`src/hw/rtl/umask_pkg.sv`:
```
// Shared types, constants and arithmetic helpers for the 3x3 unsharp mask core.
// Used by every module under hw/rtl; depends on nothing else.
package umask_pkg;

  localparam int MAX_WIDTH_DEF  = 1024;
  localparam int MAX_HEIGHT_DEF = 4096;

  localparam int CFG_WIDTH_W  = 11;
  localparam int CFG_HEIGHT_W = 13;
  localparam int PADDR_W      = 3;
  localparam int PDATA_W      = 32;

  localparam int NUM_CH  = 3;
  localparam int CH_BLUE  = 0;
  localparam int CH_GREEN = 1;
  localparam int CH_RED   = 2;

  localparam int FIFO_DEPTH = 8;

  localparam logic [13:0] DIV9_MUL   = 14'd57;
  localparam int          DIV9_SHIFT = 9;
  localparam logic [7:0]  PIX_MAX    = 8'd255;

  typedef enum logic {
    OP_PIXEL = 1'b0,
    OP_FLUSH = 1'b1
  } op_e;

  typedef enum logic {
    REG_FRAME_WIDTH  = 1'b0,
    REG_FRAME_HEIGHT = 1'b1
  } reg_idx_e;

  typedef logic [NUM_CH-1:0][7:0] pixel_t;
  typedef pixel_t [2:0] column_t;
  typedef column_t [2:0] window_t;

  typedef struct packed {
    logic valid;
    logic emit;
    logic last;
    logic top_en;
    logic mid_en;
    logic left_en;
    logic right_en;
  } step_t;

  typedef struct packed {
    pixel_t pix;
    logic   last;
  } result_t;

  // Exact floor(p / 9) for any 8-bit p.
  function automatic logic [4:0] div9(input logic [7:0] p);
    logic [13:0] prod;
    begin
      prod = 14'(p) * DIV9_MUL;
      return 5'(prod >> DIV9_SHIFT);
    end
  endfunction

  function automatic logic [7:0] sharpen(input logic [7:0] p, input logic [7:0] blur);
    logic [7:0] detail;
    logic [8:0] sum;
    begin
      detail = (p > blur) ? p - blur : 8'd0;
      sum    = {1'b0, p} + {1'b0, detail};
      return (sum > 9'(PIX_MAX)) ? PIX_MAX : sum[7:0];
    end
  endfunction

endpackage

```
`src/hw/rtl/umask_filter.sv`:
```
// Sliding 3x3 window, box blur and sharpening pipeline of the unsharp mask core.
// Depends on umask_pkg.
module umask_filter (
  input  logic              clk_i,
  input  logic              rst_ni,
  input  umask_pkg::step_t  step_i,
  input  umask_pkg::pixel_t pix_i,
  input  umask_pkg::pixel_t rd_top_i,
  input  umask_pkg::pixel_t rd_mid_i,
  output logic              res_valid_o,
  output umask_pkg::result_t res_o
);

  localparam int ROW_TOP = 0;
  localparam int ROW_MID = 1;
  localparam int ROW_BOT = 2;
  localparam int COL_LEFT   = 0;
  localparam int COL_CENTER = 1;
  localparam int COL_RIGHT  = 2;

  umask_pkg::step_t   s1_step_q;
  umask_pkg::pixel_t  s1_pix_q;
  umask_pkg::column_t col1_q;
  umask_pkg::column_t col2_q;
  umask_pkg::column_t new_col;
  umask_pkg::window_t nb_d;

  logic               s2_valid_q;
  logic               s2_last_q;
  umask_pkg::window_t nb_q;
  logic [umask_pkg::NUM_CH-1:0][7:0] blur_d;

  logic               s3_valid_q;
  logic               s3_last_q;
  logic [umask_pkg::NUM_CH-1:0][7:0] blur_q;
  umask_pkg::pixel_t  center_q;

  always_comb begin
    new_col[ROW_TOP] = s1_step_q.top_en ? rd_top_i : '0;
    new_col[ROW_MID] = s1_step_q.mid_en ? rd_mid_i : '0;
    new_col[ROW_BOT] = s1_pix_q;
    nb_d[COL_LEFT]   = s1_step_q.left_en ? col1_q : '0;
    nb_d[COL_CENTER] = col2_q;
    nb_d[COL_RIGHT]  = s1_step_q.right_en ? new_col : '0;
  end

  always_comb begin
    for (int ch = 0; ch < umask_pkg::NUM_CH; ch++) begin
      blur_d[ch] = '0;
      for (int c = 0; c < 3; c++) begin
        for (int r = 0; r < 3; r++) begin
          blur_d[ch] = blur_d[ch] + 8'(umask_pkg::div9(nb_q[c][r][ch]));
        end
      end
    end
  end

  always_ff @(posedge clk_i) begin
    if (step_i.valid) begin
      s1_pix_q <= pix_i;
    end
    if (s1_step_q.valid) begin
      col1_q <= col2_q;
      col2_q <= new_col;
      nb_q      <= nb_d;
      s2_last_q <= s1_step_q.last;
    end
    if (s2_valid_q) begin
      blur_q    <= blur_d;
      center_q  <= nb_q[COL_CENTER][ROW_MID];
      s3_last_q <= s2_last_q;
    end
  end

  always_ff @(posedge clk_i or negedge rst_ni) begin
    if (!rst_ni) begin
      s1_step_q  <= '0;
      s2_valid_q <= 1'b0;
      s3_valid_q <= 1'b0;
    end else begin
      s1_step_q  <= step_i;
      s2_valid_q <= s1_step_q.valid && s1_step_q.emit;
      s3_valid_q <= s2_valid_q;
    end
  end

  always_comb begin
    for (int ch = 0; ch < umask_pkg::NUM_CH; ch++) begin
      res_o.pix[ch] = umask_pkg::sharpen(center_q[ch], blur_q[ch]);
    end
    res_o.last = s3_last_q;
  end

  assign res_valid_o = s3_valid_q;

endmodule

```
`config.mk`:
```
export PLATFORM = sky130hd
export DESIGN_NAME = umask_filter
export DESIGN_NICKNAME = d
export VERILOG_FILES = /design/src/hw/rtl/umask_pkg.sv /design/src/hw/rtl/umask_filter.sv
export SDC_FILE = /design/constraint.sdc
export NUM_CORES = 2
export LEC_CHECK = 0
export BUFFER_PORTS_ARGS = -buffer_cell sky130_fd_sc_hd__buf_2
export CAP_MARGIN = 10
export CORE_MARGIN = 8
export CORE_UTILIZATION = 45
export DETAILED_ROUTE_END_ITERATION = 16
export PLACE_DENSITY = 0.63
export SKIP_LAST_GASP = 1
export SLEW_MARGIN = 10
export SYNTH_ARGS = -nofsm -noshare
export SYNTH_HDL_FRONTEND = slang
export SYNTH_SLANG_ARGS = --single-unit
```
`constraint.sdc`:
```
create_clock -name clk_i -period 9.31 [get_ports clk_i]
set_input_delay 0 -clock clk_i [delete_from_list [all_inputs] [get_ports clk_i]]
set_output_delay 0 -clock clk_i [all_outputs]
set_load 0.02 [all_outputs]
```
After elaboration in Yosys (flattened, before gate mapping)
Index checks and enable logic that the tools add are counted.
{"block": "word_totals", "out_inout_bits": 26, "word_cells": 128, "regBits": 371}
{"block": "op_classes", "reduce_logical": 1, "muxes": 8, "add_sub_neg": 30, "multipliers": 27, "order_cmp": 6}
{"op": "multiplier 8 x 6 -> 14 bit, second input constant", "n": 27}
{"op": "adder 8 x 5 -> 8 bit", "n": 15}
{"op": "2-to-1 mux 24 bit", "n": 2}
{"op": "2-to-1 mux 8 bit", "n": 6}
{"op": "adder 8 x 8 -> 9 bit", "n": 3}
{"op": "> comparator 9 x 8 -> 1 bit, second input constant", "n": 3}
{"op": "adder 7 x 5 -> 8 bit", "n": 3}
{"op": "> comparator 8 bit", "n": 3}
{"op": "subtractor 8 bit", "n": 3}
{"op": "adder 6 x 5 -> 7 bit", "n": 3}
{"op": "adder 5 x 5 -> 6 bit", "n": 3}
{"op": "logical AND 1 bit", "n": 1}

Longest topological paths before layout
{"block": "depth", "depth_word": 9, "mapped_depth": 26}

Worst setup path before layout
OpenSTA, ideal clock, no wires.
{"block": "synth_timing", "kind": "register -> register", "startpoint": "register s1_step_q[6] (netlist bit)", "endpoint": "register col2_q[0] (netlist bit) (enable)", "t_arrival_ps": 6162, "setup_time_ps": 654, "path_slack_ps": 2495, "stages_incl_launch_ff": 1, "period_less_slack_ps": 6815, "path_cell_list": "dfrtp_1"}
{"element": "start, declared", "line": "umask_filter.sv:21", "text": "umask_pkg::step_t s1_step_q;"}
{"element": "start signal, assigned", "line": "umask_filter.sv:81", "text": "s1_step_q <= step_i;"}
{"element": "end signal, assigned", "line": "umask_filter.sv:64", "text": "col2_q <= new_col;"}
{"element": "end, declared", "line": "umask_filter.sv:24", "text": "umask_pkg::column_t col2_q;"}
No word-level cell between the ends.

==> impl_metrics.ini <==
[floorplanning]
placementRows = 104
core_area_mm2 = 0.0803
start_util = 0.453
boundaryPins = 107
die_h_um = 300
fp.dieW_um = 300
die-area_mm2 = 0.0901

[clock_tree]
cts_buffers = 43
clk_path_buf_depth = 3
clk-insertion-delay-late_ns = 0.57
cts_num_sinks = 371
clk_pin_slew_worst_paths_ns = 0.06
cts-root-buf = clkbuf_16
cts_tree = built
cts_setup_buffers = 0
cts-htree-levels = 2

[sta]
min_period_over_period = 0.744
finClkSkew_ns = 0.0188
rsz0062_at_grt = false
setup_viol = 0
relSlewSlack = 0.341
worst_pin_slew_ns = 0.988
period_needed_ns = 6.93
hold_violations = 0
fmax_mhz = 144
totalNegativeSetupSlack_ns = 0
slew_viol_final = 0

[drt]
drtAntennaViolNets = 0
dr.pass1.iters = 5
vias_per_cell = 4.94
drt_iter0_drc = 935
vias = 21700
wl_per_cell_um = 15.2
drt_wl_total_um = 66900
drc_errors = 0

[placement]
numPortBuffers = 106
gp_congestion = 0.800
dpl.cell_count = 4235
dp_hpwl_um = 54000

[cells_and_area]
syn_to_final_growth_pct = 11.2
final_layout_size_suffix_gt1_frac = 0.0603
final_cells = 4397
nNetsFinal = 4453
finalCoreUtilization = 0.504
fillers = 7092

[global_route]
grt_max_degree = 186
grt.overflow.total = 0
grt_pass1_vias = 23100
grt_first_pass_wirelength_um = 115000
grt_use_total = 0.155
antenna_found_initial = 4

[worst_setup_path]
r2r_cells = 24
worstSetupStartpointType = flip-flop
rr_startpoint = nb_q[108]
endpoint_kind = flip-flop
critPathKind = flip-flop to flip-flop
cp.required_ns = 9.62
worstSetupStartpoint = nb_q[108]
regToRegEndpoint = blur_q[14]
path_max_fanout = 6
cp.arrival_ns = 7.24
reg2reg_slack_ns = 2.38

[yosys]
synth.distinct_cells = 54
synth-edff-count = 362
synthTopCellsByArea = edfxtp_1, ha_1, fa_1
syn_inst = 3089
synth_top_cell_area_share = 0.299
async_flop_share = 0.0243
synth.avg_cell_area_um2 = 11.8
synth_ff_type = edfxtp_1
ys_seq_elements = 371
synth_nets = 4241
yosysWarnings = 0
synth_area_mm2 = 0.0363
seq_area_frac_synth = 0.305
synth_largest_area_cell = edfxtp_1

[worst_hold_path]
min_to = s1_step_q[4]
hold_start = step_i[4]
hp-class = primary input to flip-flop
min_path_cells = 2

[power_and_ir_drop]
seqPwrFrac = 0.192
combPwrFrac = 0.683
power.density_mw_per_mm2 = 346
p_leak_nw = 19.8
netSwitchingFraction = 0.444
finalPower_mw = 14.0
peakVddDrop_mv = 0.635
intPower_mw = 7.78
clock_power_share = 0.125
switchingPower_mw = 6.22

[status]
status = finished clean

[run]
max_cap_viol_count = 0
-- Yosys cell counts, types with 50 or more instances --
cell      number
a21oi_1      104
and2_1       156
and3_1        65
edfxtp_1     362
fa_1         375
ha_1         696
inv_1        533
nand2_1       56
nor2_1        85
nor3_1        50
o21ai_0       70
xnor2_1       92
xor2_1        72
-- through the flow --
step	worst slack, ns	hold slack [ns]	area [um^2]
3_3_place_gp	2.51	-0.0551	38200
3_5_place_dp	2.36	-0.0550	38200
6_report	2.38	0.0647	40400
2_1_floorplan	2.49	-0.296	36300
5_1_grt	1.92	0.0330	40400
4_1_cts	2.33	0.0190	40400
-- layer usage --
layer	GRT usage	vias up	routed length (um)
li1	-	11000	-
met1	0.214	10500	33000
met2	0.258	205	30600
met3	0.0214	65	2120
met4	0.0329	0	1200
met5	0	-	0
-- power by group through the flow --
stage	clock [mW]	sequential, mW	combinational [mW]
floorplan	0	2.71	7.22
global placement	0	2.72	9.49
detailed placement	0	2.73	9.66
CTS	1.81	2.69	9.77
global route	1.86	2.71	11.2
finish	1.75	2.69	9.57
-- critical path, stage by stage, from the launching register on --
cell      delay (ns)
edfxtp_1        0.52
inv_1           0.11
fa_1            0.49
inv_1           0.05
fa_1            0.45
ha_1            0.32
ha_1            0.31
a21oi_1         0.11
o21ai_0         0.12
o311ai_1        0.54
a21boi_0        0.23
a21o_1          0.22
fa_1            0.50
inv_1           0.05
fa_1            0.47
fa_1            0.56
inv_1           0.06
fa_1            0.53
inv_1           0.04
ha_1            0.21
fa_1            0.40
a21oi_1         0.16
nor2_1          0.05
nor2_1          0.11
xnor2_1         0.07
-- state kept, by name, indices dropped and copies added (netlist names) --
name,cells
s3_last_q,1
center_q,24
col2_q,72
s2_valid_q,1
blur_q,24
nb_q,216
s2_last_q,1
new_col,24
s1_step_q,7
res_valid_o,1
-- layout by cell type (no fill, tap or decap), types with 6 or more instances in the layout --
cell	count
o211a_1	10
a21o_1	28
nand3_1	26
o21bai_1	18
dlygate4sd3_1	81
or3_1	15
or2_2	10
o211ai_1	15
and2_1	156
nand4_1	39
o22ai_1	8
nand2_1	56
nor4_1	8
buf_2	106
edfxtp_1	362
clkinv_1	8
clkbuf_16	43
nor2_1	85
buf_4	6
a2111oi_0	8
o21ai_0	70
a211o_1	6
inv_1	533
a211oi_1	11
o41a_1	7
nand2b_1	25
a31oi_1	15
xor2_1	72
nor3_1	50
a21oi_1	104
o21a_1	29
bufinv_16	7
ha_1	696
fa_1	375
and3_1	65
or4_1	8
and4_1	11
xnor2_1	92
-- cells by family after synthesis --
group | Yosys count | synth area share
buffers and inverters | 560 | 0.0579
DFF | 371 | 0.305
xor gates and xnor gates | 164 | 0.0395
adders and majority gates | 1071 | 0.446
AOI/OAI and AO/OA | 354 | 0.0636
and+or+nand+nor | 562 | 0.0855
muxes | 7 | 0.00200
-- worst max-delay path by stage --
stage | to | slack [ns] | depth (start not counted)
floorplan | col2_q[0] | 2.49 | 0
global placement | blur_q[14] | 2.51 | 24
detailed placement | blur_q[15] | 2.36 | 24
CTS | blur_q[15] | 2.33 | 24
global route | blur_q[15] | 1.92 | 24
finish | blur_q[14] | 2.38 | 24
-- layout make-up --
class | count | area, um^2 | share of cell area
Antenna cell | 4 | 10.0 | 0.000248
Multi-Input combinational cell | 2158 | 23100 | 0.572
Tap cell | 1060 | 1330 | 0.0328
Clock inverter | 30 | 348 | 0.00860
Timing Repair Buffer | 194 | 1410 | 0.0348
Inverter | 533 | 2000 | 0.0495
Clock buffer | 47 | 1090 | 0.0270
Sequential cell | 371 | 11100 | 0.275
-- what timing repair did --
action	CTS	global route
hold endpoints to repair	136	0
resized for setup	0	0
hold buffers	81	0
Power figures use the tool's default switching activity.
