### config.mk
export PLATFORM = sky130hd
export DESIGN_NAME = umask_ctrl
export DESIGN_NICKNAME = d
export VERILOG_FILES = /design/src/hw/rtl/umask_pkg.sv /design/src/hw/rtl/umask_ctrl.sv
export SDC_FILE = /design/constraint.sdc
export NUM_CORES = 1
export LEC_CHECK = 0
export ABC_AREA = 1
export BUFFER_PORTS_ARGS = -buffer_cell sky130_fd_sc_hd__buf_4
export CAP_MARGIN = 20
export CORE_ASPECT_RATIO = 0.8
export CORE_MARGIN = 2
export CORE_UTILIZATION = 58
export CTS_CLUSTER_SIZE = 10
export DETAILED_ROUTE_END_ITERATION = 12
export GPL_ROUTABILITY_DRIVEN = 0
export PLACE_DENSITY = 0.82
export SLEW_MARGIN = 30
export SYNTH_ARGS = -nofsm -noshare
export SYNTH_HDL_FRONTEND = slang
export SYNTH_SLANG_ARGS = --single-unit
### constraint.sdc
create_clock -name clk_i -period 8.8 [get_ports clk_i]
set_input_delay 1.32 -clock clk_i [delete_from_list [all_inputs] [get_ports clk_i]]
set_output_delay 1.32 -clock clk_i [all_outputs]
set_load 0.01 [all_outputs]
### src/hw/rtl/umask_pkg.sv
// Shared types, constants and arithmetic helpers for the 3x3 unsharp mask core.
// Used by every module under hw/rtl; depends on nothing else.
package umask_pkg;

  localparam int MAX_WIDTH_DEF  = 1024;
  localparam int MAX_HEIGHT_DEF = 4096;

  localparam int CFG_WIDTH_W  = 11;
  localparam int CFG_HEIGHT_W = 13;
  localparam int PADDR_W      = 3;
  localparam int PDATA_W      = 32;

  localparam int NUM_CH  = 3;
  localparam int CH_BLUE  = 0;
  localparam int CH_GREEN = 1;
  localparam int CH_RED   = 2;

  localparam int FIFO_DEPTH = 8;

  localparam logic [13:0] DIV9_MUL   = 14'd57;
  localparam int          DIV9_SHIFT = 9;
  localparam logic [7:0]  PIX_MAX    = 8'd255;

  typedef enum logic {
    OP_PIXEL = 1'b0,
    OP_FLUSH = 1'b1
  } op_e;

  typedef enum logic {
    REG_FRAME_WIDTH  = 1'b0,
    REG_FRAME_HEIGHT = 1'b1
  } reg_idx_e;

  typedef logic [NUM_CH-1:0][7:0] pixel_t;
  typedef pixel_t [2:0] column_t;
  typedef column_t [2:0] window_t;

  typedef struct packed {
    logic valid;
    logic emit;
    logic last;
    logic top_en;
    logic mid_en;
    logic left_en;
    logic right_en;
  } step_t;

  typedef struct packed {
    pixel_t pix;
    logic   last;
  } result_t;

  // Exact floor(p / 9) for any 8-bit p.
  function automatic logic [4:0] div9(input logic [7:0] p);
    logic [13:0] prod;
    begin
      prod = 14'(p) * DIV9_MUL;
      return 5'(prod >> DIV9_SHIFT);
    end
  endfunction

  function automatic logic [7:0] sharpen(input logic [7:0] p, input logic [7:0] blur);
    logic [7:0] detail;
    logic [8:0] sum;
    begin
      detail = (p > blur) ? p - blur : 8'd0;
      sum    = {1'b0, p} + {1'b0, detail};
      return (sum > 9'(PIX_MAX)) ? PIX_MAX : sum[7:0];
    end
  endfunction

endpackage

### src/hw/rtl/umask_ctrl.sv
// Position counters and per-transaction step decode for the unsharp mask core.
// Depends on umask_pkg.
module umask_ctrl #(
  parameter int MAX_WIDTH  = umask_pkg::MAX_WIDTH_DEF,
  parameter int MAX_HEIGHT = umask_pkg::MAX_HEIGHT_DEF,
  localparam int AW = $clog2(MAX_WIDTH)
) (
  input  logic                               clk_i,
  input  logic                               rst_ni,
  input  logic [umask_pkg::CFG_WIDTH_W-1:0]  cfg_width_i,
  input  logic [umask_pkg::CFG_HEIGHT_W-1:0] cfg_height_i,
  input  logic                               cfg_wr_i,
  input  logic                               accept_i,
  input  umask_pkg::op_e                     operation_i,
  input  umask_pkg::pixel_t                  pixel_i,
  output logic                               hold_o,
  output umask_pkg::step_t                   step_o,
  output logic [AW-1:0]                      addr_o,
  output umask_pkg::pixel_t                  pix_o
);

  localparam int CW = $clog2(MAX_WIDTH + 1);
  localparam int HW = $clog2(MAX_HEIGHT + 1);
  localparam int RW = $clog2(MAX_HEIGHT + 2);
  localparam int OW = $clog2(MAX_HEIGHT);

  logic [CW-1:0] width;
  logic [HW-1:0] height;
  logic [AW-1:0] width_m1;
  logic [OW-1:0] height_m1;
  logic [RW-1:0] height_ext;

  logic [AW-1:0] in_col_q, in_col_d;
  logic [RW-1:0] in_row_q, in_row_d;
  logic [AW-1:0] out_col_q, out_col_d;
  logic [OW-1:0] out_row_q, out_row_d;

  logic in_done;
  logic emit;
  logic last;
  logic virt;
  logic take;

  always_comb begin
    if (cfg_width_i == '0) begin
      width = CW'(1);
    end else if (32'(cfg_width_i) > 32'(MAX_WIDTH)) begin
      width = CW'(MAX_WIDTH);
    end else begin
      width = CW'(cfg_width_i);
    end
    if (cfg_height_i == '0) begin
      height = HW'(1);
    end else if (32'(cfg_height_i) > 32'(MAX_HEIGHT)) begin
      height = HW'(MAX_HEIGHT);
    end else begin
      height = HW'(cfg_height_i);
    end
  end

  assign width_m1   = AW'(width - CW'(1));
  assign height_m1  = OW'(height - HW'(1));
  assign height_ext = RW'(height);

  assign in_done = (in_row_q >= height_ext);
  assign emit    = (in_row_q >= RW'(2)) || ((in_row_q == RW'(1)) && (in_col_q != '0));
  assign last    = emit && (out_col_q == width_m1) && (out_row_q == height_m1);

  // A one-row frame leaves one step that yields no output; it runs on its own
  // while the input is held off for that cycle.
  assign virt   = in_done && !emit;
  assign hold_o = virt;

  always_comb begin
    take = 1'b0;
    priority if (virt) begin
      take = 1'b1;
    end else if (accept_i) begin
      unique case (operation_i)
        umask_pkg::OP_PIXEL: take = !in_done;
        umask_pkg::OP_FLUSH: take = in_done;
      endcase
    end
  end

  always_comb begin
    step_o.valid    = take;
    step_o.emit     = emit;
    step_o.last     = last;
    step_o.top_en   = (in_row_q >= RW'(2));
    step_o.mid_en   = (in_row_q != '0);
    step_o.left_en  = (in_col_q == '0) ? (width >= CW'(2)) : (in_col_q >= AW'(2));
    step_o.right_en = (in_col_q != '0);
  end

  assign addr_o = in_col_q;
  assign pix_o  = (virt || (operation_i == umask_pkg::OP_FLUSH)) ? '0 : pixel_i;

  always_comb begin
    in_col_d  = in_col_q;
    in_row_d  = in_row_q;
    out_col_d = out_col_q;
    out_row_d = out_row_q;
    if (take) begin
      if (in_col_q == width_m1) begin
        in_col_d = '0;
        in_row_d = in_row_q + RW'(1);
      end else begin
        in_col_d = in_col_q + AW'(1);
      end
      if (emit) begin
        if (out_col_q == width_m1) begin
          out_col_d = '0;
          out_row_d = out_row_q + OW'(1);
        end else begin
          out_col_d = out_col_q + AW'(1);
        end
      end
      if (last) begin
        in_col_d  = '0;
        in_row_d  = '0;
        out_col_d = '0;
        out_row_d = '0;
      end
    end
    if (cfg_wr_i) begin
      in_col_d  = '0;
      in_row_d  = '0;
      out_col_d = '0;
      out_row_d = '0;
    end
  end

  always_ff @(posedge clk_i or negedge rst_ni) begin
    if (!rst_ni) begin
      in_col_q  <= '0;
      in_row_q  <= '0;
      out_col_q <= '0;
      out_row_q <= '0;
    end else begin
      in_col_q  <= in_col_d;
      in_row_q  <= in_row_d;
      out_col_q <= out_col_d;
      out_row_q <= out_row_d;
    end
  end

endmodule

# Word level (Yosys, flattened, before mapping)
# Index checks and enable logic that the tools add are counted.
# classes
n_eq_ne	4
addsub	6
bitwise_logic	1
muxes	27
order_cmp	6
reduce_logical	20
# ops
op	n
two-way mux 10 bit	9
two-way mux 13 bit	6
two-way mux 12 bit	5
two-way mux 24 bit	1
two-way mux 11 bit	2
adder 10 x 1 -> 10 bit, second input constant	2
== test 10 bit	2
adder 13 x 1 -> 13 bit, second input constant	1
== test 13 x 1 -> 1 bit, second input constant	1
greater-or-equal comparator 13 bit	1
greater-or-equal comparator 13 x 2 -> 1 bit, second input constant	1
> comparator 13 bit, second input constant	1
logical NOT 13 bit	1
nonzero test 13 bit	1
adder 12 x 1 -> 12 bit, second input constant	1
== test 12 bit	1
subtractor 12 x 1 -> 12 bit, second input constant	1
greater-or-equal comparator 11 x 2 -> 1 bit, second input constant	1
> comparator 11 bit, second input constant	1
logical NOT 11 bit	1
greater-or-equal comparator 10 x 2 -> 1 bit, second input constant	1
logical NOT 10 bit	1
nonzero test 10 bit	1
subtractor 10 x 1 -> 10 bit, second input constant	1
10 further kinds	20
# word_totals
word_cells	68
out_inout_bits	42
regBits	45
inputBits	53

# Longest topological paths before layout
# logic_depth
depth_word	10
depth_mapped	25
mapped_depth_nobuf	24

# Least setup slack after synthesis
# Ideal clock, no wire load.
# synth_timing
path_type	input port to output port
from	in cfg_height_i[6] (netlist name)
to	out pix_o[10] (netlist name)
path_buffers	2
required_ns	7.480
cell_stages	16
slack_ns	4.046
arrival_time_ns	3.434
path_cell_list	nor2_1 nand2_1 nor2_1 nand2_1 nand2_2 buf_4 nand2_1 ha_1 nand2_1 nor4_1 o21ai_0 nand3_1 nand2_1 nand2_1 clkbuf_1 nor2_1
# synth_lines
item	line	text
from (decl)	umask_ctrl.sv:11	input logic [umask_pkg::CFG_HEIGHT_W-1:0] cfg_height_i,
to (decl)	umask_ctrl.sv:19	output umask_pkg::pixel_t pix_o

==> flow_metrics.py <==
metrics = {
    "final_layout": {
        "final_nets": 935,
        "synthToLayoutAreaGrowth_pct": 17.07,
        "drive_above_1_share_pct": 15.38,
        "diodes": 0,
        "final_util_pct": 70.20,
        "final_common_cell": "nand2_1",
        "layout_common_cells": "nand2_1, nor2_1, inv_1",
    },
    "die": {
        "die_w_um": 105.6,
        "die-area_um2": 9001,
        "rows": 29,
        "io_pins": 95,
        "coreArea_um2": 7983,
        "die_h_um": 85.26,
        "initial_utilization_pct": 59.97,
    },
    "route": {
        "drtPass1Iterations": 6,
        "drc": 0,
        "wl_per_cell_um": 14.10,
        "wl_mm": 13.62,
        "via_per_inst": 5.658,
        "drtIter0Drc": 390,
        "vias": 5466,
        "postRouteAntennaNets": 0,
    },
    "global_routing": {
        "overflow": 0,
        "grt_max_degree": 46,
        "grt_usage_pct": 29.81,
        "grt_pass1_wl_mm": 22.27,
        "grt_pass1_vias": 4889,
        "antenna_found_initial": 0,
    },
    "clock_network": {
        "cts_setup_buffers": 0,
        "cts.sinks": 45,
        "h-tree-depth": 2,
        "cts_hold_buf": 0,
        "cts_made_buffers": 5,
        "clk_latency_ns": 0.31,
        "root_buffer": "clkbuf_8",
        "cts_tree": "yes",
        "clkSlewWorstSetupHoldPaths_ns": 0.09,
        "cts_resized": 0,
        "ctsLongestPathBuffers": 2,
    },
    "min_path": {
        "hold_start": "in_row_q[12]$_DFFE_PN0P_",
        "hp-class": "flop to flop",
    },
    "sta": {
        "slew_violations": 0,
        "setup_violations": 0,
        "slew_headroom_pct": 43.12,
        "period_share_pct": 63.60,
        "fmax_mhz": 178.7,
        "worst_pin_slew_ns": 0.8522,
        "rsz0062_at_grt": "no",
        "hold_violations": 0,
        "fin_crit_ns": 5.597,
        "setup_tns_ns": 0,
        "finClkSkew_ns": 0.005543,
    },
    "worst_setup_path": {
        "cp_max_fo": 24,
        "worst_setup_path_end_kind": "primary output",
        "startpoint": "cfg_height_i[6]",
        "start_kind": "input pin",
        "r2r_start": "in_row_q[2]$_DFFE_PN0P_",
        "worstPathRequired_ns": 7.48,
        "critical_path_class": "input pin to primary output",
        "arrival_ns": 4.28,
    },
    "synthesis": {
        "synth_ff_type": "dfrtp_1",
        "syn_avg_cell_area_um2": 6.193,
        "yosysWarnings": 0,
        "synth_edf_count": 0,
        "async_reset_ff_share_pct": 100.0,
        "seq_area_frac_synth_pct": 23.52,
        "syn_inst": 773,
        "ys_types": 37,
        "synth_area_um2": 4787,
        "syn_nets": 851,
        "synth_seq_cells": 45,
    },
    "outcome": {
        "outcome": "finished clean",
    },
    "flow_run": {
        "cap_violations": 0,
    },
    "power": {
        "p_leak_nw": 2.980,
        "power_density_nw_per_um2": 107.9,
        "ir_drop_mv": 0.08368,
    },
    "placement": {
        "dp_hpwl_mm": 10.61,
        "portBuffers": 94,
    },
}
==> kinds of logic (layout without fill, tap and decap cells) <==
group / count (synthesis) / count (layout) / synth area share, %
xor+xnor: 35 / 35 / 6.404
flops: 45 / 45 / 23.52
buf+inv: 128 / 213 / 10.95
simple gates: 465 / 465 / 42.76
compound gates: 75 / 75 / 9.827
fa+ha+maj: 25 / 25 / 6.534
==> cell type report <==
class                           count  area (um2)
Clock buffer                        7       76.32
Inverter                          111       416.7
Clock inverter                      1       7.507
Tap cell                          108       135.1
Multi-Input combinational cell    600        3137
Fill cell                         708        2379
Sequential cell                    45        1126
Timing Repair Buffer               94       705.7
==> path summary, 6_finish.rpt <==
check                                      endpoint  slack (ns)  cells past startpoint
setup / recovery                          pix_o[10]        3.20                     18
hold / removal             in_row_q[12]$_DFFE_PN0P_        0.58                      2
setup reg to reg           out_row_q[4]$_DFFE_PN0P_        5.27                     14
hold reg to reg            in_row_q[12]$_DFFE_PN0P_        0.58                      2
max in group asynchronous  out_col_q[1]$_DFFE_PN0P_        7.38                      1
min in group asynchronous     addr_o[2]$_DFFE_PN0P_        1.00                      1
==> worst max-delay path, cell delays in order <==
cell and delay [ns]:
buf_4 0.13, nor2_1 0.09, nand2_1 0.06, nor2_1 0.13, nand2_1 0.08, nand2_2 0.23, nand2_1 0.17, ha_1 0.36
a21oi_1 0.13, o21ai_0 0.09, a21oi_1 0.14, nor2_1 0.05, o21ai_0 0.20, nand3_1 0.14, nand2_1 0.14, nand2_1 0.42
nor2_1 0.24, buf_4 0.15
==> state kept, by name (all words and copies together), names as in the netlist <==
signal	cells
in_row_q	13
out_row_q	12
addr_o	10
out_col_q	10
==> report_power, final <==
group	leakage (nW)	switching, mW	internal [mW]
Clock	0.0385	0.0770	0.0564
Sequential	0.622	0.0166	0.216
Combinational	2.32	0.147	0.0923
Total	2.98	0.240	0.364
==> metal layers <==
metal	global-route usage (%)	vias to the layer above	part of all wire, %
li1	-	2663	-
met4	6.818	0	1.5
met1	41.78	2495	44
met5	0	-	0
met3	5.530	30	8.7
met2	48.04	278	46
==> Yosys cell counts (7+ instances only) <==
cell type / n / area, um2
o21ai_2: 15 / 131.4
nand3_1: 101 / 505.5
o21ai_1: 8 / 40.04
nand2_1: 189 / 709.4
xor2_1: 34 / 297.8
nor2_1: 110 / 412.9
inv_1: 108 / 405.4
nor3_1: 20 / 100.1
ha_1: 25 / 312.8
o21ai_0: 30 / 150.1
a21oi_1: 11 / 55.05
nand3b_1: 9 / 67.56
dfrtp_1: 45 / 1126
clkbuf_1: 7 / 26.28
nand4_1: 16 / 100.1
==> metrics by stage <==
step / total power, mW / area, um2 / worst slack (ns) / cells / hold slack, ns
detailed placement: 0.4698 / 5520 / 3.245 / 958 / 0.5641
floorplan: 0.3819 / 4787 / 4.046 / 773 / 0.5204
finish: 0.6047 / 5604 / 3.203 / 966 / 0.5807
global route: 0.6395 / 5604 / 2.660 / 966 / 0.6306
global placement: 0.4622 / 5520 / 3.495 / 958 / 0.5509
CTS: 0.6023 / 5604 / 3.231 / 966 / 0.5840
(Power assumes the default switching activity.)
