### config.mk
export PLATFORM = sky130hd
export DESIGN_NAME = umask_out_fifo
export DESIGN_NICKNAME = d
export VERILOG_FILES = /design/src/hw/rtl/umask_pkg.sv /design/src/hw/rtl/umask_out_fifo.sv
export SDC_FILE = /design/constraint.sdc
export NUM_CORES = 1
export LEC_CHECK = 0
export ABC_AREA = 1
export BUFFER_PORTS_ARGS = -buffer_cell sky130_fd_sc_hd__buf_2
export CORE_ASPECT_RATIO = 0.5
export CORE_MARGIN = 4
export CORE_UTILIZATION = 42
export DETAILED_ROUTE_END_ITERATION = 10
export MAX_ROUTING_LAYER = met4
export PLACE_DENSITY = 0.63
export SYNTH_ARGS = -nofsm -noshare
export SYNTH_HDL_FRONTEND = slang
export SYNTH_SLANG_ARGS = --single-unit
### constraint.sdc
create_clock -name clk_i -period 2.7 [get_ports clk_i]
set_input_delay 0 -clock clk_i [delete_from_list [all_inputs] [get_ports clk_i]]
set_output_delay 0 -clock clk_i [all_outputs]
set_load 0.02 [all_outputs]
### src/hw/rtl/umask_pkg.sv
// Shared types, constants and arithmetic helpers for the 3x3 unsharp mask core.
// Used by every module under hw/rtl; depends on nothing else.
package umask_pkg;

  localparam int MAX_WIDTH_DEF  = 1024;
  localparam int MAX_HEIGHT_DEF = 4096;

  localparam int CFG_WIDTH_W  = 11;
  localparam int CFG_HEIGHT_W = 13;
  localparam int PADDR_W      = 3;
  localparam int PDATA_W      = 32;

  localparam int NUM_CH  = 3;
  localparam int CH_BLUE  = 0;
  localparam int CH_GREEN = 1;
  localparam int CH_RED   = 2;

  localparam int FIFO_DEPTH = 8;

  localparam logic [13:0] DIV9_MUL   = 14'd57;
  localparam int          DIV9_SHIFT = 9;
  localparam logic [7:0]  PIX_MAX    = 8'd255;

  typedef enum logic {
    OP_PIXEL = 1'b0,
    OP_FLUSH = 1'b1
  } op_e;

  typedef enum logic {
    REG_FRAME_WIDTH  = 1'b0,
    REG_FRAME_HEIGHT = 1'b1
  } reg_idx_e;

  typedef logic [NUM_CH-1:0][7:0] pixel_t;
  typedef pixel_t [2:0] column_t;
  typedef column_t [2:0] window_t;

  typedef struct packed {
    logic valid;
    logic emit;
    logic last;
    logic top_en;
    logic mid_en;
    logic left_en;
    logic right_en;
  } step_t;

  typedef struct packed {
    pixel_t pix;
    logic   last;
  } result_t;

  // Exact floor(p / 9) for any 8-bit p.
  function automatic logic [4:0] div9(input logic [7:0] p);
    logic [13:0] prod;
    begin
      prod = 14'(p) * DIV9_MUL;
      return 5'(prod >> DIV9_SHIFT);
    end
  endfunction

  function automatic logic [7:0] sharpen(input logic [7:0] p, input logic [7:0] blur);
    logic [7:0] detail;
    logic [8:0] sum;
    begin
      detail = (p > blur) ? p - blur : 8'd0;
      sum    = {1'b0, p} + {1'b0, detail};
      return (sum > 9'(PIX_MAX)) ? PIX_MAX : sum[7:0];
    end
  endfunction

endpackage

### src/hw/rtl/umask_out_fifo.sv
// Output buffer with credit tracking for the unsharp mask core.
// Depends on umask_pkg.
module umask_out_fifo (
  input  logic               clk_i,
  input  logic               rst_ni,
  input  logic               reserve_i,
  input  logic               push_i,
  input  umask_pkg::result_t push_data_i,
  input  logic               out_stall_i,
  output logic               out_valid_o,
  output umask_pkg::result_t out_data_o,
  output logic               full_o
);

  localparam int PW    = $clog2(umask_pkg::FIFO_DEPTH);
  localparam int CNT_W = $clog2(umask_pkg::FIFO_DEPTH + 1);

  umask_pkg::result_t fifo_mem [umask_pkg::FIFO_DEPTH];
  logic [PW-1:0]    wr_ptr_q, rd_ptr_q;
  logic [CNT_W-1:0] cnt_q, cnt_d;
  logic [CNT_W-1:0] credit_q, credit_d;
  logic             pop;

  assign out_valid_o = (cnt_q != '0);
  assign pop         = out_valid_o && !out_stall_i;
  assign out_data_o  = fifo_mem[rd_ptr_q];
  assign full_o      = (credit_q >= CNT_W'(umask_pkg::FIFO_DEPTH));

  assign cnt_d    = cnt_q + CNT_W'(push_i) - CNT_W'(pop);
  assign credit_d = credit_q + CNT_W'(reserve_i) - CNT_W'(pop);

  always_ff @(posedge clk_i) begin
    if (push_i) begin
      fifo_mem[wr_ptr_q] <= push_data_i;
    end
  end

  always_ff @(posedge clk_i or negedge rst_ni) begin
    if (!rst_ni) begin
      wr_ptr_q <= '0;
      rd_ptr_q <= '0;
      cnt_q    <= '0;
      credit_q <= '0;
    end else begin
      if (push_i) begin
        wr_ptr_q <= wr_ptr_q + PW'(1);
      end
      if (pop) begin
        rd_ptr_q <= rd_ptr_q + PW'(1);
      end
      cnt_q    <= cnt_d;
      credit_q <= credit_d;
    end
  end

endmodule

### Word-level counts from Yosys, hierarchy flattened

Memory sizes are Yosys's and may differ from the RTL's.
Index checks and enable logic that the tools add are counted.

* flip-flop bits (word level): 14
* memory bits (writable): 200
* output and inout port bits: 27
* memories kept: 1

* $add $sub $neg: 6
* magnitude comparators: 1
* mux-type cells: 2
* reduce and logical (&&, ||, !) cells: 3

Memory list
* fifo_mem: depth 8, width 25, rd ports 1, clocked after memory_dff 0, write ports 1, RTL line umask_out_fifo.sv:18 `umask_pkg::result_t fifo_mem [umask_pkg::FIFO_DEPTH];`

Operators with widths (number)
* $add 4x1->4: 2
* $sub 4x1->4: 2
* $add 3x1->3 const B: 2
* $ge 4x4->1 const B: 1
* $reduce_bool 4->1: 1
* $mux 1: 2
* $logic_and 1x1->1: 1
* $logic_not 1->1: 1

### Depth between registers and ports, before layout

Gate-level depths: netlist of the first run.

* depth in word-level cells: 3
* depth in mapped cells: 10
* gate-level depth less buffers: 10

### Least setup slack after synthesis of the first run

OpenSTA, ideal clock, no wires.

* kind: register to register
* from: reg wr_ptr_q[0]
* to: mem fifo_mem[0][0] (netlist name) (enable)
* library setup time: 0.407 ns
* arrival: 1.800 ns
* required time: 2.293 ns
* setup slack: 0.493 ns
* stages on the path, launching flop included: 3
* buffers on the path: 0
* clock period less this slack: 2.207 ns
* cells stage by stage: dfrtp_1 or2_2 nor2_1

RTL lines
* start: declaration: RTL line umask_out_fifo.sv:19 `logic [PW-1:0] wr_ptr_q, rd_ptr_q;`
* start signal: assignment: RTL line umask_out_fifo.sv:46 `wr_ptr_q <= wr_ptr_q + PW'(1);`
* end: declaration: RTL line umask_out_fifo.sv:18

Straight into the memory's write port.

==> results.py, run 1 <==
metrics = {
    "synth": {
        "yosys.area.top_type": "edfxtp_1",
        "synth_warnings": 0,
        "syn_area_per_cell_um2": 10.12,
        "yosysUniqueCellTypes": 22,
        "synth_nets": 998,
        "ys_seq_area_share_pct": 65.71,
        "syn-instance-count": 956,
        "synth_edf_count": 200,
        "async_reset_ff_share_pct": 6.542,
        "ys_ff_latch": 214,
        "synthTopCellsByCount": "nand2_1, inv_1, edfxtp_1",
        "synthTopCellsByArea": "edfxtp_1, nand2_1, inv_1, nand3_1, dfrtp_1",
        "synth_top_area_share_pct": 62.09,
        "synth_ff_type": "edfxtp_1",
        "netlist_area_mm2": 0.009673,
        "synth.most_common_cell": "nand2_1",
    },
    "placed_design": {
        "dp_hpwl_mm": 11.47,
        "pre_cts_slack_ps": 751.2,
        "io_buffers": 56,
        "gp_congestion": 0.7405,
    },
    "critical_path": {
        "slowest_stage": "clkinv_1",
        "reg2reg_depth": 10,
        "reg2reg_to": "credit_q[2]$_DFF_PN0_",
        "cp-end-kind": "output pin",
        "cp_cell_sequence": "clkinv_1 > buf_4 > nand2_1 > nand2_1 > buf_2",
        "cp.required_ps": 2700,
        "path_class": "reg -> out",
        "r2r_slack_ps": 770,
        "worst_r2r_startpoint": "cnt_q[2]$_DFF_PN0_",
        "cp.arrival_ps": 2250,
        "crit_top_cell": "nand2_1",
        "max_stage_delay_ps": 670,
        "start_kind": "flop",
        "crit_fanout": 17,
    },
    "die": {
        "die_y_um": 115.3,
        "floorplan.initialDensity_pct": 43.66,
        "core_area_mm2": 0.02216,
        "ioPinCount": 57,
        "die_w_um": 222.6,
        "die_area_mm2": 0.02567,
        "row_count": 38,
    },
    "clock_network": {
        "cts_tree": "yes",
        "clk_pin_slew_worst_paths_ps": 60,
        "post_cts_buffers": 0,
        "htreeDepth": 1,
        "cts-buffers-inserted": 21,
        "cts_repair_resize_count": 0,
        "cts.path.max_buffers": 3,
        "ctsHoldBuffers": 30,
        "clk_latency_ps": 490,
        "cts_root_buf": "clkbuf_16",
        "clkSinkCount": 214,
    },
    "sta": {
        "max_freq_ghz": 0.4452,
        "setup_viol": 0,
        "fin_setup_tns_ps": 0,
        "worst_pin_slew_ps": 862.4,
        "grt_setup_unrepaired": "no",
        "slew_violations": 0,
        "fin_worst_skew_ps": 6.302,
        "hold_viol_final": 0,
        "worst_slack_ps": 454.0,
        "min_period_ps": 2246,
        "relSlewSlack_pct": 42.15,
        "hold_slack_ps": 310.3,
        "period_share_pct": 83.19,
    },
    "global_routing": {
        "grt_pass1_vias": 6322,
        "grt_overflow": 0,
        "grt_pass1_wl_mm": 33.13,
        "antenna_found_initial": 0,
        "grt_usage_pct": 16.67,
        "grt_max_degree": 102,
    },
    "min_path": {
        "hold_end": "credit_q[0]$_DFF_PN0_",
        "hold_path_depth": 3,
        "hold_path_class": "in -> reg",
        "hp-start": "reserve_i",
    },
    "job": {
        "maxCapViolCount": 0,
    },
    "routing": {
        "wl_mm": 20.23,
        "routedWlPerCell_um": 14.89,
        "drcViolationCount": 0,
        "vias": 6202,
        "drtAntennaViolNets": 0,
        "drt-initial-drc-count": 453,
        "viasPerCell": 4.567,
        "drtPass1Iterations": 5,
    },
    "final_layout": {
        "fin_util_pct": 50.51,
        "antenna_cells": 0,
        "num-nets-final": 1087,
        "final-seq-area_mm2": 0.006359,
        "fill_cells": 1963,
        "drive_above_1_share_pct": 14.27,
        "multi_input_area_mm2": 0.002218,
        "area_growth_pct": 15.70,
    },
    "status": {
        "status": "finished, final reports clean",
    },
    "pwr": {
        "ir_drop_uv": 826.8,
        "power_mw": 11.14,
        "p_per_area_mw_per_mm2": 995.6,
        "leakagePower_nw": 5.177,
    },
}
-- flip-flops by register name, summed over array words and instances, names as in the netlist --
name	flops
cnt_q	4
rd_ptr_q	3
fifo_mem	200
credit_q	4
wr_ptr_q	3
-- critical path: cells and delay by family, from the launching register on --
kind,cells,cell delay (ps)
buffers and inverters,3,1280
DFF,1,340
and+or+nand+nor,2,130
-- cell type report --
type / instances / area share (%)
flip-flops and latches: 214 / 56.81
clock inverters: 8 / 0.3354
multi-input cells: 482 / 19.82
clock buffers: 28 / 4.930
repair buffers: 104 / 7.289
inverters: 222 / 7.457
well taps: 300 / 3.354
-- layer usage --
metal / vias to the layer above / routed length, um / track usage, %
met2: 101 / 9464 / 27.39
met4: 0 / 247 / 3.611
met1: 2941 / 9777 / 22.40
li1: 3133 / - / -
met5: - / 0 / -
met3: 27 / 737 / 2.551
-- worst max-delay path by stage --
| stage | from | to | slack [ps] | cells after the start |
|---|---|---|---|---|
| 2_1_floorplan | wr_ptr_q[0]$_DFFE_PN0P_ | fifo_mem[0][0]$_DFFE_PP_ | 490 | 2 |
| 3_3_place_gp | cnt_q[2]$_DFF_PN0_ | credit_q[1]$_DFF_PN0_ | 850 | 10 |
| 3_5_place_dp | cnt_q[2]$_DFF_PN0_ | credit_q[1]$_DFF_PN0_ | 750 | 10 |
| 4_1_cts | rd_ptr_q[2]$_DFFE_PN0P_ | out_data_o[3] | 400 | 5 |
| 5_1_grt | rd_ptr_q[2]$_DFFE_PN0P_ | out_data_o[3] | 310 | 5 |
| 6_report | rd_ptr_q[2]$_DFFE_PN0P_ | out_data_o[3] | 450 | 5 |
-- report_power, final --
group / switching, mW / internal (mW)
clock: 1.15 / 1.43
sequential: 0.126 / 4.07
combinational: 2.99 / 1.38
-- cells by family after synthesis --
family,Yosys count,synth area share [%]
buffers and inverters,260,11.56
AOI/OAI and AO/OA,6,0.3492
xor gates and xnor gates,7,0.6338
DFF,214,65.71
and+or+nand+nor,457,20.04
adders and majority gates,12,1.707
-- stage by stage --
stage / instances / area (um2)
2_1_floorplan: 956 / 9673
3_3_place_gp: 1292 / 10300
3_5_place_dp: 1292 / 10300
4_1_cts: 1358 / 11190
5_1_grt: 1358 / 11190
6_report: 1358 / 11190
-- layout by cell type, fill, tap and decap left out --
master         instances
buf_2                 56
or2_2                  1
a31o_2                 1
dfrtp_2                2
clkbuf_1               7
xor2_1                 4
nand2_2               35
xnor2_1                3
dfrtp_1               12
nand2_1              307
o21ai_0                2
inv_1                216
inv_2                  4
a21oi_1                2
edfxtp_1             200
dlygate4sd3_1         30
o21ai_1                1
fa_1                   2
clkinvlp_4             1
clkbuf_16             21
nand3_1              106
ha_1                  10
buf_12                 8
clkinv_2               4
buf_4                 10
nor2_2                 8
clkinv_1               5
Note: power is estimated with default switching activity, not from simulation.
==> inputs of run 2 (changes only) <==
PLACE_DENSITY = 0.65   (was 0.63)
clock period = 2 ns   (was 2.7 ns; I/O delays follow)
==> run 2 against run 1 <==
Against the previous run:
- first-iteration DRC count grew 13%
- sequential power increased by 35%
- sequential cell count stayed put
- largest power group unchanged
- critical path type unchanged
- largest cell class unchanged
- critical endpoint is now out_data_o[2]
- final cell count rose by 0.74%
==> results.py, run 2 (synthesis gave the netlist of run 1 again) <==
metrics = {
    "sta": {
        "setup_viol": 0,
        "slew_violations": 0,
        "fin_worst_skew_ps": 16.52,
        "min_period_ps": 1906,
        "relSlewSlack_pct": 56.35,
        "period_share_pct": 95.31,
        "worst_pin_slew_ps": 652.6,
        "hold_viol_final": 0,
        "max_freq_ghz": 0.5246,
    },
    "routing": {
        "drt-initial-drc-count": 512,
        "drt-met1-wl_mm": 9.939,
        "topRoutingLayerUsed": "met4",
        "vias": 6387,
        "wl_met3_mm": 1.144,
        "drtAntennaViolNets": 0,
        "met2WireLength_mm": 9.986,
        "routedWlPerCell_um": 15.70,
        "wl_mm": 21.48,
        "drtPass1Iterations": 5,
        "viasPerCell": 4.669,
        "drcViolationCount": 0,
    },
    "global_routing": {
        "antenna_found_initial": 0,
        "grt_pass1_vias": 6266,
        "grt_pass1_wl_mm": 32.44,
        "grt_max_degree": 102,
        "grt_usage_pct": 16.37,
        "grt_overflow": 0,
    },
    "critical_path": {
        "cp.arrival_ps": 1910,
        "r2r_slack_ps": 190,
        "cp-end-kind": "output pin",
        "path_class": "reg -> out",
        "endpoint": "out_data_o[2]",
        "reg2reg_to": "credit_q[2]$_DFF_PN0_",
        "crit_fanout": 25,
        "start_kind": "flop",
        "worst_r2r_startpoint": "cnt_q[2]$_DFF_PN0_",
        "cp.required_ps": 2000,
        "reg2reg_depth": 10,
        "crit_path_start": "rd_ptr_q[0]$_DFFE_PN0P_",
    },
    "placed_design": {
        "dpl_cell_area_mm2": 0.01036,
        "gp_congestion": 0.7656,
        "io_buffers": 56,
        "dp_hpwl_mm": 11.69,
    },
    "pwr": {
        "p_per_area_mw_per_mm2": 1383,
        "ir_drop_uv": 800.2,
        "leakagePower_nw": 5.298,
    },
    "final_layout": {
        "fin_util_pct": 51.51,
        "area_growth_pct": 17.99,
        "largest_reg_flops": 200,
        "layout_commonest_cell": "nand2_1",
        "final_cell_mix": "nand2_1, inv_1, edfxtp_1",
        "top_regs": "fifo_mem: 200 flops, cnt_q: 4 flops, credit_q: 4 flops",
        "antenna_cells": 0,
        "final_cell_area_mm2": 0.01141,
        "fill_cells": 1931,
        "largest_register": "fifo_mem",
        "num-nets-final": 1101,
        "drive_above_1_share_pct": 15.54,
    },
    "min_path": {
        "hold_path_class": "in -> reg",
    },
    "clock_network": {
        "clk_latency_ps": 510,
        "clk_pin_slew_worst_paths_ps": 60,
        "cts_tree": "yes",
        "clkSinkCount": 214,
        "cts.path.max_buffers": 3,
        "htreeDepth": 1,
        "cts_root_buf": "clkbuf_16",
        "cts-buffers-inserted": 21,
    },
    "die": {
        "floorplan.initialDensity_pct": 43.66,
        "ioPinCount": 57,
        "die_w_um": 222.6,
        "core_area_mm2": 0.02216,
        "row_count": 38,
        "die_area_mm2": 0.02567,
        "die_y_um": 115.3,
    },
    "status": {
        "status": "finished, final reports clean",
    },
    "job": {
        "maxCapViolCount": 0,
    },
}
-- run 2: critical path, stage by stage, from the launching register on --
cell and delay, ps:
dfrtp_2 450, buf_12 160, buf_6 270, nand2_1 100, nand3_1 80, nand2_1 50, nand2_1 60, nand2_1 70
buf_2 160
-- run 2: cell type report --
type	count	area, um2	area share, %
sequential	214	6359	55.71
clock inverter	6	57.56	0.5043
timing repair buffer	118	1007	8.825
tap	300	375.4	3.289
clock buffer	26	544.3	4.769
inverter	222	847.1	7.422
multi-input combinational	482	2223	19.48
-- run 2: how the worst min path moves through the flow --
| stage | startpoint | endpoint | depth (start not counted) |
|---|---|---|---|
| after detailed placement | rst_ni | cnt_q[2]$_DFF_PN0_ | 1 |
| after global placement | rst_ni | cnt_q[2]$_DFF_PN0_ | 1 |
| after global routing | reserve_i | credit_q[0]$_DFF_PN0_ | 3 |
| final | reserve_i | credit_q[0]$_DFF_PN0_ | 3 |
| after CTS | reserve_i | credit_q[0]$_DFF_PN0_ | 3 |
| after floorplan | rst_ni | cnt_q[0]$_DFF_PN0_ | 0 |
-- run 2: metrics by stage --
| stage | setup slack, ps | power [mW] | setup TNS (ps) | hold slack (ps) | std cells |
|---|---|---|---|---|---|
| after floorplan | -207.0 | 10.11 | -20700 | -295.6 | 956 |
| after global placement | 248.9 | 11.65 | 0 | -90.75 | 1301 |
| after detailed placement | 130.4 | 11.78 | 0 | -81.47 | 1301 |
| after CTS | 45.83 | 15.48 | 0 | 274.4 | 1363 |
| after global routing | -1.162 | 16.80 | -1.334 | 294.6 | 1368 |
| final | 93.76 | 15.78 | 0 | 278.3 | 1368 |
-- run 2: repair_timing --
action,CTS,global route
endpoints found under the hold margin,223,0
setup buffers,0,1
hold buffers,30,0
resized for setup,2,9
setup endpoints to repair,23,23
gates cloned,0,4
-- run 2: routing by layer --
layer  vias up  track usage [%]
met3        28            2.245
met4         0            3.816
li1       3166                -
met1      3019            21.45
met2       174            27.63
met5         -                -
-- run 2: power breakdown --
group	switching (mW)	internal (mW)	leakage (nW)	total (mW)
Combinational	4.25	2.23	3.03	6.48
Clock	1.57	2.04	0.288	3.61
Sequential	0.196	5.50	1.98	5.69
==> inputs of run 3 (changes only) <==
CORE_MARGIN = 3   (was 4)
==> run 3 against run 2 <==
Against the previous run:
- register-to-register slack lost 20 ps
- final cell count shrank 0.22%
- worst hold slack gained 6.8 ps
- setup slack lost 4.7 ps
- fmax shrank 0.25%
- sequential cell count is the same
- highest routed layer unchanged
- clock power grew 2%
- routed wire length shrank 5.0%
- largest power group unchanged
- die area shrank 2.6%
- sequential share of layout area grew 0.36 points
- non-clock buffer count shrank 6
==> results.py, run 3 (synthesis gave the netlist of run 1 again) <==
metrics = {
    "routing": {
        "drtPass1Iterations": 4,
        "viasPerCell": 4.577,
        "drt-initial-drc-count": 427,
        "drcViolationCount": 0,
        "drtAntennaViolNets": 0,
        "routedWlPerCell_um": 14.95,
        "wl_mm": 20.41,
        "vias": 6248,
    },
    "final_layout": {
        "final_cell_area_mm2": 0.01134,
        "num-nets-final": 1095,
        "top_regs": "fifo_mem: 200 flops, cnt_q: 4 flops, credit_q: 4 flops",
        "fin_util_pct": 51.18,
        "fill_cells": 1966,
        "layout_commonest_cell": "nand2_1",
        "drive_above_1_share_pct": 15.59,
        "largest_register": "fifo_mem",
        "final-seq-area_mm2": 0.006359,
        "fin_cells": 1365,
        "antenna_cells": 0,
        "largest_reg_flops": 200,
        "final_cell_mix": "nand2_1, inv_1, edfxtp_1",
        "area_growth_pct": 17.23,
        "multi_input_area_mm2": 0.002228,
    },
    "die": {
        "floorplan.initialDensity_pct": 43.66,
        "die_w_um": 220.6,
        "row_count": 38,
        "die_area_mm2": 0.02500,
        "ioPinCount": 57,
        "core_area_mm2": 0.02216,
        "die_y_um": 113.3,
    },
    "clock_network": {
        "clk_latency_ps": 500,
        "htreeDepth": 1,
        "cts-buffers-inserted": 21,
        "cts_tree": "yes",
        "cts_root_buf": "clkbuf_16",
        "clkSinkCount": 214,
        "clk_pin_slew_worst_paths_ps": 60,
        "cts.path.max_buffers": 3,
    },
    "sta": {
        "min_period_ps": 1911,
        "hold_viol_final": 0,
        "grt_setup_unrepaired": "no",
        "worst_slack_ps": 89.05,
        "relSlewSlack_pct": 55.21,
        "worst_pin_slew_ps": 669.7,
        "slew_violations": 0,
        "period_share_pct": 95.55,
        "setup_viol": 0,
        "fin_worst_skew_ps": 22.01,
        "max_freq_ghz": 0.5233,
    },
    "critical_path": {
        "r2r_slack_ps": 170,
        "cp-end-kind": "output pin",
        "path_class": "reg -> out",
        "cp.arrival_ps": 1910,
        "start_kind": "flop",
        "reg2reg_depth": 9,
        "crit_fanout": 32,
        "reg2reg_to": "cnt_q[2]$_DFF_PN0_",
        "worst_r2r_startpoint": "cnt_q[2]$_DFF_PN0_",
        "cp.required_ps": 2000,
    },
    "global_routing": {
        "grt_usage_pct": 16.75,
        "grt_overflow": 0,
        "grt_pass1_vias": 6131,
        "grt_pass1_wl_mm": 31.95,
        "antenna_found_initial": 0,
        "grt_max_degree": 73,
    },
    "placed_design": {
        "pre_cts_slack_ps": 55.06,
        "dpl_cell_area_mm2": 0.01037,
        "dp_hpwl_mm": 11.45,
        "place_inst": 1299,
        "io_buffers": 56,
        "gp_congestion": 0.7384,
    },
    "pwr": {
        "p_per_area_mw_per_mm2": 1364,
        "leakagePower_nw": 5.255,
        "power_mw": 15.47,
        "ir_drop_uv": 976.2,
    },
    "min_path": {
        "hold_end": "credit_q[0]$_DFF_PN0_",
        "hp-start": "reserve_i",
        "hold_path_class": "in -> reg",
        "hold_path_depth": 3,
    },
    "status": {
        "status": "finished, final reports clean",
    },
    "job": {
        "maxCapViolCount": 0,
    },
}
## run 3: cell types whose count changed in the layout (fill, tap and decap cells not counted), sizes merged
cell	change
clkinv	+5
buf	-3
clkinvlp	+2
clkbuf	-7
## run 3: through the flow
step	TNS [ps]	hold WS [ps]
4_1_cts	0	272.2
3_5_place_dp	0	-81.22
3_3_place_gp	0	-85.03
5_1_grt	0	300.6
6_report	0	285.0
2_1_floorplan	-20700	-295.6
## run 3: worst max-delay path, cell delays in order, from the launching register on
cell and delay (ps):
dfrtp_2 410, clkinv_2 170, clkbuf_16 280, nand2_2 80, nand3_1 60, nand2_1 90, nand2_1 50, nand2_1 110
buf_2 180
## run 3: routing by layer
layer	GRT usage (%)	wire length, um	part of all wire [%]	up-vias
li1	-	-	-	3154
met5	-	0	0	-
met3	2.522	1106	5.4	28
met4	3.448	318	1.6	0
met1	22.31	9258	45	2949
met2	27.67	9726	48	117
## run 3: layout make-up
type,instances,share of cell area [%]
Clock buffer,22,4.667
Clock inverter,13,0.8496
Inverter,222,7.360
Multi-Input combinational cell,482,19.65
Sequential cell,214,56.07
Tap cell,300,3.310
Timing Repair Buffer,112,8.088
## run 3: repair_timing
item / CTS / global route
endpoints found under the setup margin: 0 / 21
hold endpoints to repair: 223 / 0
resized for setup: 0 / 4
buffers inserted: 0 / 0
hold buffers: 30 / 0
## run 3: where the power goes
group / total (mW) / internal, mW / switching, mW / leakage, nW
logic: 6.12 / 2.02 / 4.09 / 2.97
clock network: 3.67 / 2.05 / 1.63 / 0.301
registers: 5.68 / 5.49 / 0.184 / 1.98
total: 15.5 / 9.56 / 5.91 / 5.25
## run 3: worst max-delay path by stage
| stage | slack, ps | startpoint | endpoint |
|---|---|---|---|
| CTS | 20 | rd_ptr_q[1]$_DFFE_PN0P_ | out_data_o[8] |
| detailed placement | 60 | cnt_q[2]$_DFF_PN0_ | cnt_q[2]$_DFF_PN0_ |
| global route | 6 | rd_ptr_q[0]$_DFFE_PN0P_ | out_data_o[20] |
| floorplan | -210 | wr_ptr_q[0]$_DFFE_PN0P_ | fifo_mem[0][0]$_DFFE_PP_ |
| finish | 90 | rd_ptr_q[0]$_DFFE_PN0P_ | out_data_o[18] |
| global placement | 240 | cnt_q[2]$_DFF_PN0_ | cnt_q[1]$_DFF_PN0_ |
